**config.mk**
```make
export PLATFORM = sky130hd
export DESIGN_NAME = double_talk_detector_unit_flat
export DESIGN_NICKNAME = d
export VERILOG_FILES = /design/src/hw/rtl/dtd_pkg.sv /design/src/hw/rtl/dtd_if.sv /design/src/hw/rtl/double_talk_detector_unit.sv /design/src/hw/rtl/dtd_queue.sv /design/src/hw/rtl/dtd_front.sv /design/src/hw/rtl/dtd_back.sv /design/src/flat_wrapper.sv
export SDC_FILE = /design/constraint.sdc
export NUM_CORES = 2
export LEC_CHECK = 0
export BUFFER_PORTS_ARGS = -buffer_cell sky130_fd_sc_hd__buf_2
export CORE_UTILIZATION = 60
export DETAILED_ROUTE_END_ITERATION = 12
export GPL_TIMING_DRIVEN = 0
export PLACE_DENSITY = 0.87
export SYNTH_ARGS = -nofsm -noshare
export SYNTH_HDL_FRONTEND = slang
export SYNTH_SLANG_ARGS = --single-unit
```
**constraint.sdc**
```tcl
create_clock -name clock -period 13.99 [get_ports clock]
set_input_delay 0.6995 -clock clock [delete_from_list [all_inputs] [get_ports clock]]
set_output_delay 0.6995 -clock clock [all_outputs]
set_load 0.02 [all_outputs]
```
**src/hw/rtl/dtd_pkg.sv**
```systemverilog
`default_nettype none

package dtd_pkg;

   localparam int SAMPLE_W    = 16;
   localparam int SQ_W        = 31;
   localparam int SUM_W       = 42;
   localparam int LVL_W       = 32;
   localparam int ALPHA_W     = 16;
   localparam int RATIO_W     = 16;
   localparam int SILENCE_W   = 24;
   localparam int CSR_DATA_W  = 24;
   localparam int CSR_IDX_W   = 2;
   localparam int QDEPTH      = 2;
   localparam int LEVEL_W     = $clog2(QDEPTH + 1);

   localparam int DEF_MAX_FRAME_SAMPLES = 1024;

   localparam logic [ALPHA_W-1:0]   ALPHA_RESET   = 16'd58982;
   localparam logic [RATIO_W-1:0]   RATIO_RESET   = 16'd128;
   localparam logic [SILENCE_W-1:0] SILENCE_RESET = 24'd11;

   typedef enum logic [CSR_IDX_W-1:0] {
      CSR_ALPHA   = 2'd0,
      CSR_RATIO   = 2'd1,
      CSR_SILENCE = 2'd2
   } csr_index_type;

   typedef enum logic [1:0] {
      TALK_SILENCE   = 2'd0,
      TALK_FAR_ONLY  = 2'd1,
      TALK_NEAR_ONLY = 2'd2,
      TALK_DOUBLE    = 2'd3
   } talk_state_type;

   typedef struct packed {
      logic [ALPHA_W-1:0]   alpha;
      logic [RATIO_W-1:0]   ratio_threshold;
      logic [SILENCE_W-1:0] silence_threshold;
   } cfg_type;

endpackage

`default_nettype wire

```
**src/hw/rtl/dtd_if.sv**
```systemverilog
`default_nettype none

interface dtd_req_if;
   logic               valid;
   logic               ready;
   logic signed [15:0] far_sample;
   logic signed [15:0] mic_sample;
   logic               frame_end;

   modport source (output valid, output far_sample, output mic_sample, output frame_end,
                   input ready);
   modport sink   (input valid, input far_sample, input mic_sample, input frame_end,
                   output ready);
endinterface

interface dtd_rsp_if;
   logic       valid;
   logic       ready;
   logic [1:0] talk_state;
   logic       adapt_hold;

   modport source (output valid, output talk_state, output adapt_hold, input ready);
   modport sink   (input valid, input talk_state, input adapt_hold, output ready);
endinterface

`default_nettype wire

```
**src/hw/rtl/double_talk_detector_unit.sv**
```systemverilog
// Energy-ratio double-talk detector.
// req_channel carries one far-end / microphone sample pair (signed Q15) per
// transfer, with frame_end marking the last pair of a frame. rsp_channel
// carries one result per frame: talk_state and adapt_hold.
// The csr_ port writes the smoothing weight, the ratio threshold and the
// silence threshold; write them only while no frame is in flight.
// Samples are taken at one pair per cycle while req ready is high. A frame
// end enters a two-entry queue; the back end then runs a one-bit-per-cycle
// divider over the 42-bit energy sums and five steps on a shared
// multiplier. Frames that arrive faster than the back end finishes them
// therefore run at the back end's pace once the queue is full.
// Reset clears the energy sums, the sample count and the smoothed powers,
// and restores the register defaults; req ready is high right after reset.
// A stalled rsp_channel holds its result; the back end waits with the next
// one, the queue fills, and then req ready drops.

`default_nettype none

module double_talk_detector_unit import dtd_pkg::*; #(
   parameter int MAX_FRAME_SAMPLES = DEF_MAX_FRAME_SAMPLES
) (
   input  wire logic                  clock,
   input  wire logic                  reset,
   dtd_req_if.sink                    req_channel,
   dtd_rsp_if.source                  rsp_channel,
   input  wire logic                  csr_write_enable,
   input  wire logic [CSR_IDX_W-1:0]  csr_index,
   input  wire logic [CSR_DATA_W-1:0] csr_write_data
);

   localparam int DIV_W   = $clog2(MAX_FRAME_SAMPLES + 2);
   localparam int ENTRY_W = 2 * SUM_W + DIV_W;

   cfg_type            cfg_ff, cfg_in;
   logic               push;
   logic [ENTRY_W-1:0] push_data;
   logic               pop;
   logic               pop_valid;
   logic [ENTRY_W-1:0] pop_data;
   logic [LEVEL_W-1:0] q_level;

   always_comb begin
      cfg_in = cfg_ff;
      if (csr_write_enable) begin
         case (csr_index)
            CSR_ALPHA:   cfg_in.alpha             = csr_write_data[ALPHA_W-1:0];
            CSR_RATIO:   cfg_in.ratio_threshold   = csr_write_data[RATIO_W-1:0];
            CSR_SILENCE: cfg_in.silence_threshold = csr_write_data[SILENCE_W-1:0];
            default: begin
            end
         endcase
      end
   end

   always_ff @(posedge clock) begin
      if (reset) begin
         cfg_ff.alpha             <= ALPHA_RESET;
         cfg_ff.ratio_threshold   <= RATIO_RESET;
         cfg_ff.silence_threshold <= SILENCE_RESET;
      end else begin
         cfg_ff <= cfg_in;
      end
   end

   dtd_front #(
      .MAX_FRAME_SAMPLES (MAX_FRAME_SAMPLES)
   ) u_front (
      .clock     (clock),
      .reset     (reset),
      .req       (req_channel),
      .q_level   (q_level),
      .push      (push),
      .push_data (push_data)
   );

   dtd_queue #(
      .DATA_W (ENTRY_W)
   ) u_queue (
      .clock     (clock),
      .reset     (reset),
      .push      (push),
      .push_data (push_data),
      .pop       (pop),
      .pop_valid (pop_valid),
      .pop_data  (pop_data),
      .level     (q_level)
   );

   dtd_back #(
      .MAX_FRAME_SAMPLES (MAX_FRAME_SAMPLES)
   ) u_back (
      .clock   (clock),
      .reset   (reset),
      .cfg     (cfg_ff),
      .q_valid (pop_valid),
      .q_data  (pop_data),
      .q_pop   (pop),
      .rsp     (rsp_channel)
   );

endmodule

`default_nettype wire

```
**src/hw/rtl/dtd_queue.sv**
```systemverilog
`default_nettype none

module dtd_queue import dtd_pkg::*; #(
   parameter int DATA_W = 2 * SUM_W + 11
) (
   input  wire logic              clock,
   input  wire logic              reset,
   input  wire logic              push,
   input  wire logic [DATA_W-1:0] push_data,
   input  wire logic              pop,
   output logic                   pop_valid,
   output logic [DATA_W-1:0]      pop_data,
   output logic [LEVEL_W-1:0]     level
);

   localparam int PTR_W = (QDEPTH > 1) ? $clog2(QDEPTH) : 1;

   logic [DATA_W-1:0]  mem_ff [QDEPTH];
   logic [PTR_W-1:0]   wr_ptr_ff, wr_ptr_in;
   logic [PTR_W-1:0]   rd_ptr_ff, rd_ptr_in;
   logic [LEVEL_W-1:0] level_ff, level_in;
   logic               do_pop;

   assign pop_valid = (level_ff != '0);
   assign pop_data  = mem_ff[rd_ptr_ff];
   assign level     = level_ff;
   assign do_pop    = pop && pop_valid;

   always_comb begin
      wr_ptr_in = wr_ptr_ff;
      rd_ptr_in = rd_ptr_ff;
      level_in  = level_ff;
      if (push) begin
         wr_ptr_in = wr_ptr_ff + PTR_W'(1);
      end
      if (do_pop) begin
         rd_ptr_in = rd_ptr_ff + PTR_W'(1);
      end
      if (push && !do_pop) begin
         level_in = level_ff + LEVEL_W'(1);
      end else if (!push && do_pop) begin
         level_in = level_ff - LEVEL_W'(1);
      end
   end

   always_ff @(posedge clock) begin
      if (reset) begin
         wr_ptr_ff <= '0;
         rd_ptr_ff <= '0;
         level_ff  <= '0;
      end else begin
         wr_ptr_ff <= wr_ptr_in;
         rd_ptr_ff <= rd_ptr_in;
         level_ff  <= level_in;
      end
      if (push) begin
         mem_ff[wr_ptr_ff] <= push_data;
      end
   end

endmodule

`default_nettype wire

```
**src/hw/rtl/dtd_front.sv**
```systemverilog
`default_nettype none

module dtd_front import dtd_pkg::*; #(
   parameter int MAX_FRAME_SAMPLES = DEF_MAX_FRAME_SAMPLES,
   localparam int DIV_W   = $clog2(MAX_FRAME_SAMPLES + 2),
   localparam int ENTRY_W = 2 * SUM_W + DIV_W
) (
   input  wire logic         clock,
   input  wire logic         reset,
   dtd_req_if.sink           req,
   input  wire logic [LEVEL_W-1:0] q_level,
   output logic              push,
   output logic [ENTRY_W-1:0] push_data
);

   localparam int CNT_W = $clog2(MAX_FRAME_SAMPLES + 1);
   localparam logic [CNT_W-1:0] CNT_LIMIT = CNT_W'(MAX_FRAME_SAMPLES - 1);

   function automatic logic [SQ_W-1:0] square_q15(input logic [SAMPLE_W-1:0] raw);
      logic [SAMPLE_W-1:0] mag;
      mag = raw[SAMPLE_W-1] ? (~raw + SAMPLE_W'(1)) : raw;
      return SQ_W'({16'b0, mag} * {16'b0, mag});
   endfunction

   logic [CNT_W-1:0]   cnt_ff, cnt_in;
   logic               s1_valid_ff, s1_valid_in;
   logic               s1_last_ff, s1_last_in;
   logic [SQ_W-1:0]    s1_far_sq_ff, s1_far_sq_in;
   logic [SQ_W-1:0]    s1_mic_sq_ff, s1_mic_sq_in;
   logic [DIV_W-1:0]   s1_div_ff, s1_div_in;
   logic [SUM_W-1:0]   far_sum_ff, far_sum_in;
   logic [SUM_W-1:0]   mic_sum_ff, mic_sum_in;
   logic [SUM_W-1:0]   far_next, mic_next;
   logic [LEVEL_W:0]   need;
   logic               accept;
   logic               keep;

   // A frame end still in the square stage will take a queue slot next cycle.
   assign need      = {1'b0, q_level} + {{LEVEL_W{1'b0}}, s1_valid_ff && s1_last_ff};
   assign req.ready = (need < (LEVEL_W + 1)'(QDEPTH));
   assign accept    = req.valid && req.ready;
   assign keep      = req.frame_end || (cnt_ff < CNT_LIMIT);

   assign far_next  = far_sum_ff + SUM_W'(s1_far_sq_ff);
   assign mic_next  = mic_sum_ff + SUM_W'(s1_mic_sq_ff);
   assign push      = s1_valid_ff && s1_last_ff;
   assign push_data = {far_next, mic_next, s1_div_ff};

   always_comb begin
      cnt_in       = cnt_ff;
      s1_valid_in  = accept && keep;
      s1_last_in   = req.frame_end;
      s1_far_sq_in = square_q15(req.far_sample);
      s1_mic_sq_in = square_q15(req.mic_sample);
      s1_div_in    = DIV_W'(cnt_ff) + DIV_W'(2);
      if (accept) begin
         if (req.frame_end) begin
            cnt_in = '0;
         end else if (keep) begin
            cnt_in = cnt_ff + CNT_W'(1);
         end
      end
      far_sum_in = far_sum_ff;
      mic_sum_in = mic_sum_ff;
      if (s1_valid_ff) begin
         far_sum_in = s1_last_ff ? '0 : far_next;
         mic_sum_in = s1_last_ff ? '0 : mic_next;
      end
   end

   always_ff @(posedge clock) begin
      if (reset) begin
         cnt_ff      <= '0;
         s1_valid_ff <= 1'b0;
         far_sum_ff  <= '0;
         mic_sum_ff  <= '0;
      end else begin
         cnt_ff      <= cnt_in;
         s1_valid_ff <= s1_valid_in;
         far_sum_ff  <= far_sum_in;
         mic_sum_ff  <= mic_sum_in;
      end
      s1_last_ff   <= s1_last_in;
      s1_far_sq_ff <= s1_far_sq_in;
      s1_mic_sq_ff <= s1_mic_sq_in;
      s1_div_ff    <= s1_div_in;
   end

endmodule

`default_nettype wire

```
**src/hw/rtl/dtd_back.sv**
```systemverilog
`default_nettype none

module dtd_back import dtd_pkg::*; #(
   parameter int MAX_FRAME_SAMPLES = DEF_MAX_FRAME_SAMPLES,
   localparam int DIV_W   = $clog2(MAX_FRAME_SAMPLES + 2),
   localparam int ENTRY_W = 2 * SUM_W + DIV_W
) (
   input  wire logic               clock,
   input  wire logic               reset,
   input  wire cfg_type            cfg,
   input  wire logic               q_valid,
   input  wire logic [ENTRY_W-1:0] q_data,
   output logic                    q_pop,
   dtd_rsp_if.source               rsp
);

   localparam int BIT_CNT_W = $clog2(SUM_W);
   localparam logic [BIT_CNT_W-1:0] BIT_LAST = BIT_CNT_W'(SUM_W - 1);
   localparam int MUL_A_W = ALPHA_W + 1;
   localparam int PROD_W  = MUL_A_W + SUM_W;
   localparam int ACC_W   = LVL_W + 16;

   typedef enum logic [2:0] {
      ST_IDLE,
      ST_DIVIDE,
      ST_FAR_OLD,
      ST_FAR_NEW,
      ST_MIC_OLD,
      ST_MIC_NEW,
      ST_RATIO,
      ST_DECIDE
   } state_type;

   state_type            state_ff, state_in;
   logic [BIT_CNT_W-1:0] bit_cnt_ff, bit_cnt_in;
   logic [SUM_W-1:0]     far_quo_ff, far_quo_in;
   logic [SUM_W-1:0]     mic_quo_ff, mic_quo_in;
   logic [DIV_W-1:0]     far_rem_ff, far_rem_in;
   logic [DIV_W-1:0]     mic_rem_ff, mic_rem_in;
   logic [DIV_W-1:0]     div_ff, div_in;
   logic [PROD_W-1:0]    prod_ff, prod_in;
   logic [ACC_W-1:0]     acc_ff, acc_in;
   logic [LVL_W-1:0]     far_lvl_ff, far_lvl_in;
   logic [LVL_W-1:0]     mic_lvl_ff, mic_lvl_in;
   logic                 out_valid_ff, out_valid_in;
   talk_state_type       talk_ff, talk_in;
   logic                 frozen_ff, frozen_in;

   logic [DIV_W:0]       far_trial, mic_trial;
   logic                 far_ge, mic_ge;
   logic [MUL_A_W-1:0]   mul_a;
   logic [SUM_W-1:0]     mul_b;
   logic [MUL_A_W-1:0]   one_minus_alpha;
   logic [ACC_W-1:0]     smooth_sum;
   logic [LVL_W-1:0]     smooth_lvl;
   logic                 far_on, mic_on, ratio_hit;
   logic                 emit;

   assign far_trial       = {far_rem_ff, far_quo_ff[SUM_W-1]};
   assign mic_trial       = {mic_rem_ff, mic_quo_ff[SUM_W-1]};
   assign far_ge          = (far_trial >= {1'b0, div_ff});
   assign mic_ge          = (mic_trial >= {1'b0, div_ff});
   assign one_minus_alpha = MUL_A_W'(1 << ALPHA_W) - {1'b0, cfg.alpha};
   assign smooth_sum      = acc_ff + prod_ff[ACC_W-1:0];
   assign smooth_lvl      = smooth_sum[ACC_W-1:16];

   assign far_on    = (far_lvl_ff > LVL_W'(cfg.silence_threshold));
   assign mic_on    = (mic_lvl_ff > LVL_W'(cfg.silence_threshold));
   assign ratio_hit = (PROD_W'({mic_lvl_ff, 8'b0}) > prod_ff);
   assign emit      = (state_ff == ST_DECIDE) && (!out_valid_ff || rsp.ready);

   assign q_pop          = (state_ff == ST_IDLE) && q_valid;
   assign rsp.valid      = out_valid_ff;
   assign rsp.talk_state = talk_ff;
   assign rsp.adapt_hold = frozen_ff;

   always_comb begin
      case (state_ff)
         ST_FAR_OLD: begin
            mul_a = {1'b0, cfg.alpha};
            mul_b = SUM_W'(far_lvl_ff);
         end
         ST_FAR_NEW: begin
            mul_a = one_minus_alpha;
            mul_b = far_quo_ff;
         end
         ST_MIC_OLD: begin
            mul_a = {1'b0, cfg.alpha};
            mul_b = SUM_W'(mic_lvl_ff);
         end
         ST_MIC_NEW: begin
            mul_a = one_minus_alpha;
            mul_b = mic_quo_ff;
         end
         ST_RATIO: begin
            mul_a = {1'b0, cfg.ratio_threshold};
            mul_b = SUM_W'(far_lvl_ff) + SUM_W'(1);
         end
         default: begin
            mul_a = '0;
            mul_b = '0;
         end
      endcase
   end

   always_comb begin
      state_in     = state_ff;
      bit_cnt_in   = bit_cnt_ff;
      far_quo_in   = far_quo_ff;
      mic_quo_in   = mic_quo_ff;
      far_rem_in   = far_rem_ff;
      mic_rem_in   = mic_rem_ff;
      div_in       = div_ff;
      prod_in      = PROD_W'(mul_a) * PROD_W'(mul_b);
      acc_in       = acc_ff;
      far_lvl_in   = far_lvl_ff;
      mic_lvl_in   = mic_lvl_ff;
      out_valid_in = out_valid_ff && !rsp.ready;
      talk_in      = talk_ff;
      frozen_in    = frozen_ff;

      case (state_ff)
         ST_IDLE: begin
            if (q_valid) begin
               far_quo_in = q_data[ENTRY_W-1 -: SUM_W];
               mic_quo_in = q_data[DIV_W +: SUM_W];
               div_in     = q_data[DIV_W-1:0];
               far_rem_in = '0;
               mic_rem_in = '0;
               bit_cnt_in = '0;
               state_in   = ST_DIVIDE;
            end
         end
         ST_DIVIDE: begin
            far_rem_in = far_ge ? DIV_W'(far_trial - {1'b0, div_ff}) : DIV_W'(far_trial);
            mic_rem_in = mic_ge ? DIV_W'(mic_trial - {1'b0, div_ff}) : DIV_W'(mic_trial);
            far_quo_in = {far_quo_ff[SUM_W-2:0], far_ge};
            mic_quo_in = {mic_quo_ff[SUM_W-2:0], mic_ge};
            bit_cnt_in = bit_cnt_ff + BIT_CNT_W'(1);
            if (bit_cnt_ff == BIT_LAST) begin
               state_in = ST_FAR_OLD;
            end
         end
         ST_FAR_OLD: begin
            state_in = ST_FAR_NEW;
         end
         ST_FAR_NEW: begin
            acc_in   = prod_ff[ACC_W-1:0];
            state_in = ST_MIC_OLD;
         end
         ST_MIC_OLD: begin
            far_lvl_in = smooth_lvl;
            state_in   = ST_MIC_NEW;
         end
         ST_MIC_NEW: begin
            acc_in   = prod_ff[ACC_W-1:0];
            state_in = ST_RATIO;
         end
         ST_RATIO: begin
            mic_lvl_in = smooth_lvl;
            state_in   = ST_DECIDE;
         end
         ST_DECIDE: begin
            prod_in = prod_ff;
            if (emit) begin
               if (far_on && mic_on) begin
                  talk_in = ratio_hit ? TALK_DOUBLE : TALK_FAR_ONLY;
               end else if (far_on) begin
                  talk_in = TALK_FAR_ONLY;
               end else if (mic_on) begin
                  talk_in = TALK_NEAR_ONLY;
               end else begin
                  talk_in = TALK_SILENCE;
               end
               frozen_in    = mic_on && (!far_on || ratio_hit);
               out_valid_in = 1'b1;
               state_in     = ST_IDLE;
            end
         end
         default: begin
            state_in = ST_IDLE;
         end
      endcase
   end

   always_ff @(posedge clock) begin
      if (reset) begin
         state_ff     <= ST_IDLE;
         far_lvl_ff   <= '0;
         mic_lvl_ff   <= '0;
         out_valid_ff <= 1'b0;
      end else begin
         state_ff     <= state_in;
         far_lvl_ff   <= far_lvl_in;
         mic_lvl_ff   <= mic_lvl_in;
         out_valid_ff <= out_valid_in;
      end
      bit_cnt_ff <= bit_cnt_in;
      far_quo_ff <= far_quo_in;
      mic_quo_ff <= mic_quo_in;
      far_rem_ff <= far_rem_in;
      mic_rem_ff <= mic_rem_in;
      div_ff     <= div_in;
      prod_ff    <= prod_in;
      acc_ff     <= acc_in;
      talk_ff    <= talk_in;
      frozen_ff  <= frozen_in;
   end

endmodule

`default_nettype wire

```
**src/flat_wrapper.sv**
```systemverilog
// flat-port wrapper written by rule: the top's interface ports become plain ports
module double_talk_detector_unit_flat import dtd_pkg::*;
#(
   parameter int MAX_FRAME_SAMPLES = DEF_MAX_FRAME_SAMPLES
)
  (clock, reset, csr_write_enable, csr_index, csr_write_data, req_channel_valid, req_channel_far_sample, req_channel_mic_sample, req_channel_frame_end, req_channel_ready, rsp_channel_valid, rsp_channel_talk_state, rsp_channel_adapt_hold, rsp_channel_ready);
  dtd_req_if req_channel_i ();
  dtd_rsp_if rsp_channel_i ();
  input  wire logic clock;
  input  wire logic reset;
  input  wire logic csr_write_enable;
  input  wire logic [CSR_IDX_W-1:0] csr_index;
  input  wire logic [CSR_DATA_W-1:0] csr_write_data;
  input wire logic [$bits(req_channel_i.valid)-1:0] req_channel_valid;
  input wire logic [$bits(req_channel_i.far_sample)-1:0] req_channel_far_sample;
  input wire logic [$bits(req_channel_i.mic_sample)-1:0] req_channel_mic_sample;
  input wire logic [$bits(req_channel_i.frame_end)-1:0] req_channel_frame_end;
  output wire logic [$bits(req_channel_i.ready)-1:0] req_channel_ready;
  output wire logic [$bits(rsp_channel_i.valid)-1:0] rsp_channel_valid;
  output wire logic [$bits(rsp_channel_i.talk_state)-1:0] rsp_channel_talk_state;
  output wire logic [$bits(rsp_channel_i.adapt_hold)-1:0] rsp_channel_adapt_hold;
  input wire logic [$bits(rsp_channel_i.ready)-1:0] rsp_channel_ready;
  assign req_channel_i.valid = req_channel_valid;
  assign req_channel_i.far_sample = req_channel_far_sample;
  assign req_channel_i.mic_sample = req_channel_mic_sample;
  assign req_channel_i.frame_end = req_channel_frame_end;
  assign req_channel_ready = req_channel_i.ready;
  assign rsp_channel_valid = rsp_channel_i.valid;
  assign rsp_channel_talk_state = rsp_channel_i.talk_state;
  assign rsp_channel_adapt_hold = rsp_channel_i.adapt_hold;
  assign rsp_channel_i.ready = rsp_channel_ready;
  double_talk_detector_unit #(.MAX_FRAME_SAMPLES(MAX_FRAME_SAMPLES)) u_core (.clock(clock), .reset(reset), .req_channel(req_channel_i), .rsp_channel(rsp_channel_i), .csr_write_enable(csr_write_enable), .csr_index(csr_index), .csr_write_data(csr_write_data));
endmodule
```
# Yosys cells after proc, flatten, opt, wreduce, memory -nomap -nowiden
# Memories as Yosys holds them, arrays and structs flattened. A register that Yosys moved wholly into a read port is not among the register bits.
# Index checks and enable logic that the tools add are counted.
[op_classes] addsub=17 mul=3 div=0 order_cmp=7 eq_ne=13 shifts=0 mux=35 bitwise=2 reduce_logical=35
[ops] operator="42-bit case mux with 5 select lines" count=1
[ops] operator="42-bit 2-to-1 mux" count=4
[ops] operator="42-bit case mux with 2 select lines" count=2
[ops] operator="42-bit by 31-bit adder with 42-bit output" count=2
[ops] operator="32-bit by 24-bit > comparator with 1-bit output" count=2
[ops] operator="16-bit by 16-bit multiplier with 31-bit output" count=2
[ops] operator="40-bit by 59-bit > comparator with 1-bit output" count=1
[ops] operator="17-bit by 42-bit multiplier with 59-bit output" count=1
[ops] operator="11-bit 2-to-1 mux" count=5
[ops] operator="17-bit case mux with 3 select lines" count=1
[ops] operator="48-bit adder" count=1
[ops] operator="11-bit case mux with 2 select lines" count=2
[ops] operator="32-bit by 1-bit adder with 33-bit output, second input constant" count=1
[ops] operator="16-bit by 1-bit adder with 16-bit output, second input constant" count=2
[ops] operator="16-bit 2-to-1 mux" count=2
[ops] operator="16-bit NOT" count=2
[ops] operator="12-bit by 11-bit >= comparator with 1-bit output" count=2
[ops] operator="3-bit case mux with 8 select lines" count=1
[ops] operator="11-bit subtractor" count=2
[ops] operator="17-bit by 16-bit subtractor with 17-bit output, first input constant" count=1
[ops] operator="2-bit AND reduction" count=7
[ops] operator="3-bit == test, second input constant" count=4
[ops] operator="2-bit 2-to-1 mux" count=6
[ops] operator="6-bit case mux with 2 select lines" count=1
[ops] operator="other kinds (26)" count=57
[totals] regBits=531 latchBits=0 ram_bits=190 romBits=0 input_bits=64 output_inout_bits=5 elab_cells=141 memories=1
[memory_table] memory="u_core.u_queue.mem_ff" words=2 width=95 rd=1 rd_ports_with_merged_regs=1 wr=1 line="dtd_queue.sv:18" source="logic [DATA_W-1:0] mem_ff [QDEPTH];"

# Logic depth before layout (Yosys ltp)
[depth] depth_word=6 mapped_depth=34 ltp_nobuf=32

# By module
# From an unflattened synthesis, not the netlist that was laid out.
[hier_totals] hier_cells=7614 area_unflattened_um2=73015.0
[modules_own_cells] mod="dtd_back" n_inst=1 cells_per_inst=4433 area_each_um2=40316.2 seq_area_each_um2=8358.0
[modules_own_cells] mod="dtd_front" n_inst=1 cells_per_inst=2640 area_each_um2=23099.7 seq_area_each_um2=3363.2
[modules_own_cells] mod="dtd_queue" n_inst=1 cells_per_inst=317 area_each_um2=7268.2 seq_area_each_um2=5805.6
[modules_own_cells] mod="double_talk_detector_unit" n_inst=1 cells_per_inst=224 area_each_um2=2331.0 seq_area_each_um2=1121.1

# Worst setup path after synthesis
# OpenSTA, ideal clock, no wires.
[synth_timing] path_type="reg2reg" from="reg u_core.cfg_ff[44] (netlist bit)" to="reg u_core.u_back.prod_ff[43] (data pin)" setup_time_ns=0.263 arrival_time_ns=8.591 required_time_ns=13.727 slack_ns=5.136 path_stages_with_launch=31 path_buffers=2 period_less_slack_ns=8.854 path_cell_list="dfxtp_1 > buf_6 > or4_4 > or3_4 > or4_4 > nor3_4 > nand2_1 > a31o_1 > a211o_1 > buf_6 > or2_1 > fa_1 > fa_1 > inv_1 > fa_1 > fa_1 > fa_1 > inv_1 > fa_1 > inv_1 > ha_1 > a21oi_1 > nand2_1 > nor2_1 > a21oi_1 > o41ai_1 > o21ai_1 > a2111oi_0 > nor4_1 > a211oi_1 > xnor2_1"
[synth_via] elab_chain_len=3
[synth_lines] item="start, declared" line="double_talk_detector_unit.sv:34" source="cfg_type cfg_ff, cfg_in;"
[synth_lines] item="start signal, assigned" line="double_talk_detector_unit.sv:61" source="cfg_ff <= cfg_in;"
[synth_lines] item="17-bit by 16-bit subtractor with 17-bit output" line="dtd_back.sv:63" source="assign one_minus_alpha = MUL_A_W'(1 << ALPHA_W) - {1'b0, cfg.alpha};"
[synth_lines] item="17-bit case mux with 3 select lines *" line="dtd_back.sv:78" source="case (state_ff)"
[synth_lines] item="17-bit by 42-bit multiplier with 59-bit output *" line="dtd_back.sv:114" source="prod_in = PROD_W'(mul_a) * PROD_W'(mul_b);"
[synth_lines] item="end signal, assigned" line="dtd_back.sv:204" source="prod_ff <= prod_in;"
[synth_lines] item="end, declared" line="dtd_back.sv:41" source="logic [PROD_W-1:0] prod_ff, prod_in;"
# Every way passes the cells marked *; elsewhere a longest branch is shown, timed or not.
# A chain may end at the register's enable or synchronous reset.

# Worst setup path in the final report
[layout_timing] from="reg u_core.u_back.state_ff[0]" to="reg u_core.u_back.prod_ff[40] (data pin)"
[layout_via] elab_chain_len=4 word_cells_on_any_way=10 cone_classes="mul: 1; eq/ne: 5; mux: 2; reduce/logical: 2"
[layout_lines] item="start, declared" line="dtd_back.sv:34" source="state_type state_ff, state_in;"
[layout_lines] item="start signal, assigned" line="dtd_back.sv:193" source="state_ff <= state_in;"
[layout_lines] item="3-bit == test / 3-bit by 2-bit == test with 1-bit output (equally long branches)" line="dtd_back.sv:78"
[layout_lines] item="2-bit OR reduction (no line)"
[layout_lines] item="17-bit case mux with 3 select lines" line="dtd_back.sv:78"
[layout_lines] item="17-bit by 42-bit multiplier with 59-bit output *" line="dtd_back.sv:114"
# Marked as above.

==> results.sh <==
export IMPL_numCtsBuffers=78
export IMPL_holdWs_ns=0.160
export IMPL_finalSetupViolCount=0
export IMPL_cts_tree="yes"
export IMPL_critPathBufInv=8
export IMPL_min_from="req_channel_far_sample[0]"
export IMPL_crit_fanout=10
export IMPL_fin_crit_sh_pct=81.8
export IMPL_critPathLaunchType="flip-flop"
export IMPL_dieArea_um2=121000
export IMPL_synth_area_um2=71600
export IMPL_yosys_register_bits=720
export IMPL_clk_pin_slew_ns=0.06
export IMPL_synthArstFlopShare_pct=0
export IMPL_drc=0
export IMPL_slew_limit_headroom_pct=-7.67
export IMPL_cts_root_buf="clkbuf_16"
export IMPL_violations="max-capacitance violations, max-slew violations"
export IMPL_nFillCells=9206
export IMPL_dr_total_vias=57300
export IMPL_yosysSeqAreaShare_pct=26.1
export IMPL_die_width_um=347
export IMPL_cp_slowest_cell="o21ai_1"
export IMPL_r2r_cells=26
export IMPL_ir_worst_vdd_mv=0.446
export IMPL_synth_edff_count=423
export IMPL_synthTopCellsByArea="fa_1 (26%), edfxtp_1 (18%), ha_1 (9.3%)"
export IMPL_finalWorstSetupSlack_ns=2.55
export IMPL_antenna_found_initial=3
export IMPL_critPathArrivalTime_ns=11.83
export IMPL_first_pass_iters=6
export IMPL_track_usage_pct=36.9
export IMPL_syn_avg_cell_area_um2=9.39
export IMPL_synth_top_area_cell="fa_1"
export IMPL_max_stage_delay_ns=1.12
export IMPL_outcome="finished with violations"
export IMPL_wl_per_cell_um=23.5
export IMPL_hold_violations=0
export IMPL_yosys_warnings=0
export IMPL_ys_types=88
export IMPL_clkSinkCount=720
export IMPL_synth_top_cell_area_share_pct=26.0
export IMPL_fmax_ghz=0.0874
export IMPL_hold_depth=1
export IMPL_cpLargestDelayFamily="adder cells"
export IMPL_reg2reg_to="u_core.u_back.prod_ff[40]$_DFFE_PN_"
export IMPL_cts_hold_buf=0
export IMPL_drive_gt1_share_pct=3.69
export IMPL_io_pin_count=69
export IMPL_skew_ns=0.0646
export IMPL_htree_levels=3
export IMPL_post_drt_via_cell_ratio=6.08
export IMPL_cts_setup_buffers=0
export IMPL_rows=126
export IMPL_cts_buffer_depth=3
export IMPL_synthFlopType="edfxtp_1"
export IMPL_final_core_util_pct=65.2
export IMPL_grt_pass1_wl_um=337000
export IMPL_maxCapViolCount=5
export IMPL_io_buffers=68
export IMPL_hold_class="input port to flip-flop"
export IMPL_drt_initial_drc_count=5439
export IMPL_crit_type="flip-flop to flip-flop"
export IMPL_die_h_um=347
export IMPL_total_power_uw=15100
export IMPL_rsz0062_at_grt="no"
export IMPL_dpl_worst_slack_ns=2.68
export IMPL_critical_path_required_ns=14.38
export IMPL_clock_latency_ns=0.73
export IMPL_leakage_uw=0.0352
export IMPL_slew_violations=30
export IMPL_regArea_um2=18600
export IMPL_syn_inst=7622
export IMPL_dp_hpwl_um=179000
export IMPL_initial_utilization_pct=60.6
export IMPL_rrSetupSlack_ns=2.55
export IMPL_synth_common_cells="inv_1 (1255), nand2_1 (1003), fa_1 (929), nor2_1 (589), ha_1 (534)"
export IMPL_gp_congestion=1.08
export IMPL_grt_max_degree=75
export IMPL_cpMostUsedCell="fa_1"
export IMPL_setup_tns_ns=0
export IMPL_post_route_min_period_ns=11.44
export IMPL_core_area_um2=118000
export IMPL_ant_nets=0
export IMPL_r2r_start="u_core.u_back.state_ff[0]$_SDFFE_PP0P_"
export IMPL_fin_nets=9338
export IMPL_pwr_density_cell_nw_per_um2=197
export IMPL_first_global_vias=59100
export IMPL_synth_most_common_cell="inv_1"
export IMPL_area_growth_pct=7.54
export IMPL_overflow=0
export IMPL_cts_resized=0
export IMPL_endpoint_kind="flip-flop"
export IMPL_multi_input_area_um2=47200
export IMPL_worst_pin_slew_ns=1.61
export IMPL_hold_end="u_core.u_front.s1_far_sq_ff[0]$_DFF_P_"
export IMPL_drt_wl_total_um=222000
-- placed cells by master (no fill, tap or decap), drive strengths merged, types with 28 or more instances in the layout --
master,n
inv,1266
nand2,1003
fa,929
nor2,589
ha,534
edfxtp,423
clkbuf,389
a21oi,344
dfxtp,297
o21ai,268
xnor2,181
a21o,150
xor2,132
mux2i,112
buf,108
nand3,83
and2,78
nor2b,72
nand2b,67
a22oi,61
nand4,60
nor3,59
o21a,50
a31oi,42
a22o,39
a211oi,38
and3,36
nand3b,34
o31ai,30
clkinv,30
or3,29
o21bai,28
-- kinds of logic after synthesis --
logic type               share of synthesized area (%)
XOR/XNOR                                          3.83
flip-flops                                        26.1
other                                           0.0105
AND/OR/NAND/NOR                                   13.6
buffers and inverters                             8.26
adder cells (fa/ha/maj)                           35.3
multiplexers                                      1.83
AO/OA/AOI/OAI                                     11.0
-- layout make-up --
cell class              instances  share of cell area [%]
diodes                          3                 0.00976
plain buffers                 296                    1.48
clock buffers                 114                    2.90
clock inverters                32                   0.629
inverters                    1271                    6.20
multi-input cells            5357                    61.3
flip-flops and latches        720                    24.2
well taps                    1536                    2.50
repair buffers                 87                   0.771
-- worst max-delay path by stage --
stage | start | slack, ns | end | depth (start not counted)
after floorplan | u_core.cfg_ff[44]$_SDFFE_PP0P_ | 5.14 | u_core.u_back.prod_ff[43]$_DFFE_PN_ | 30
after global placement | u_core.u_back.state_ff[2]$_SDFFE_PP0P_ | 1.93 | u_core.u_back.prod_ff[43]$_DFFE_PN_ | 26
after detailed placement | u_core.u_back.state_ff[0]$_SDFFE_PP0P_ | 2.68 | u_core.u_back.prod_ff[40]$_DFFE_PN_ | 25
after CTS | u_core.u_back.state_ff[0]$_SDFFE_PP0P_ | 2.64 | u_core.u_back.prod_ff[40]$_DFFE_PN_ | 25
after global routing | u_core.u_back.state_ff[0]$_SDFFE_PP0P_ | 2.39 | u_core.u_back.prod_ff[42]$_DFFE_PN_ | 27
final | u_core.u_back.state_ff[0]$_SDFFE_PP0P_ | 2.55 | u_core.u_back.prod_ff[40]$_DFFE_PN_ | 26
-- power by group --
part | internal (µW) | total (µW) | switching (µW)
sequential | 2930 | 3220 | 284
clock | 1230 | 2190 | 959
combinational | 4010 | 9750 | 5740
-- metrics by stage --
stage	cell area, µm²	instances
after floorplan	71600	7644
after global placement	73900	9248
after detailed placement	74200	9265
after CTS	76900	9411
after global routing	76900	9414
final	76900	9416
-- sequential cells by signal, summed over array words and instances (netlist names), 30 cells and up, named ones only --
name	count
u_core.u_back.prod_ff	59
u_core.u_back.mic_quo_ff	42
u_core.u_back.far_lvl_ff	32
u_core.u_queue.mem_ff	190
u_core.u_front.mic_sum_ff	42
u_core.cfg_ff	56
u_core.u_back.far_quo_ff	42
u_core.u_front.s1_far_sq_ff	30
u_core.u_front.far_sum_ff	42
u_core.u_back.acc_ff	48
u_core.u_front.s1_mic_sq_ff	30
u_core.u_back.mic_lvl_ff	32
-- routing by layer --
layer  global-route usage [%]  wire length (µm)
met4                     24.6             17000
met3                     10.2             23900
met1                     43.4             79300
met2                     59.3            101000
met5                        0                13
Power figures use the tool's default switching activity.
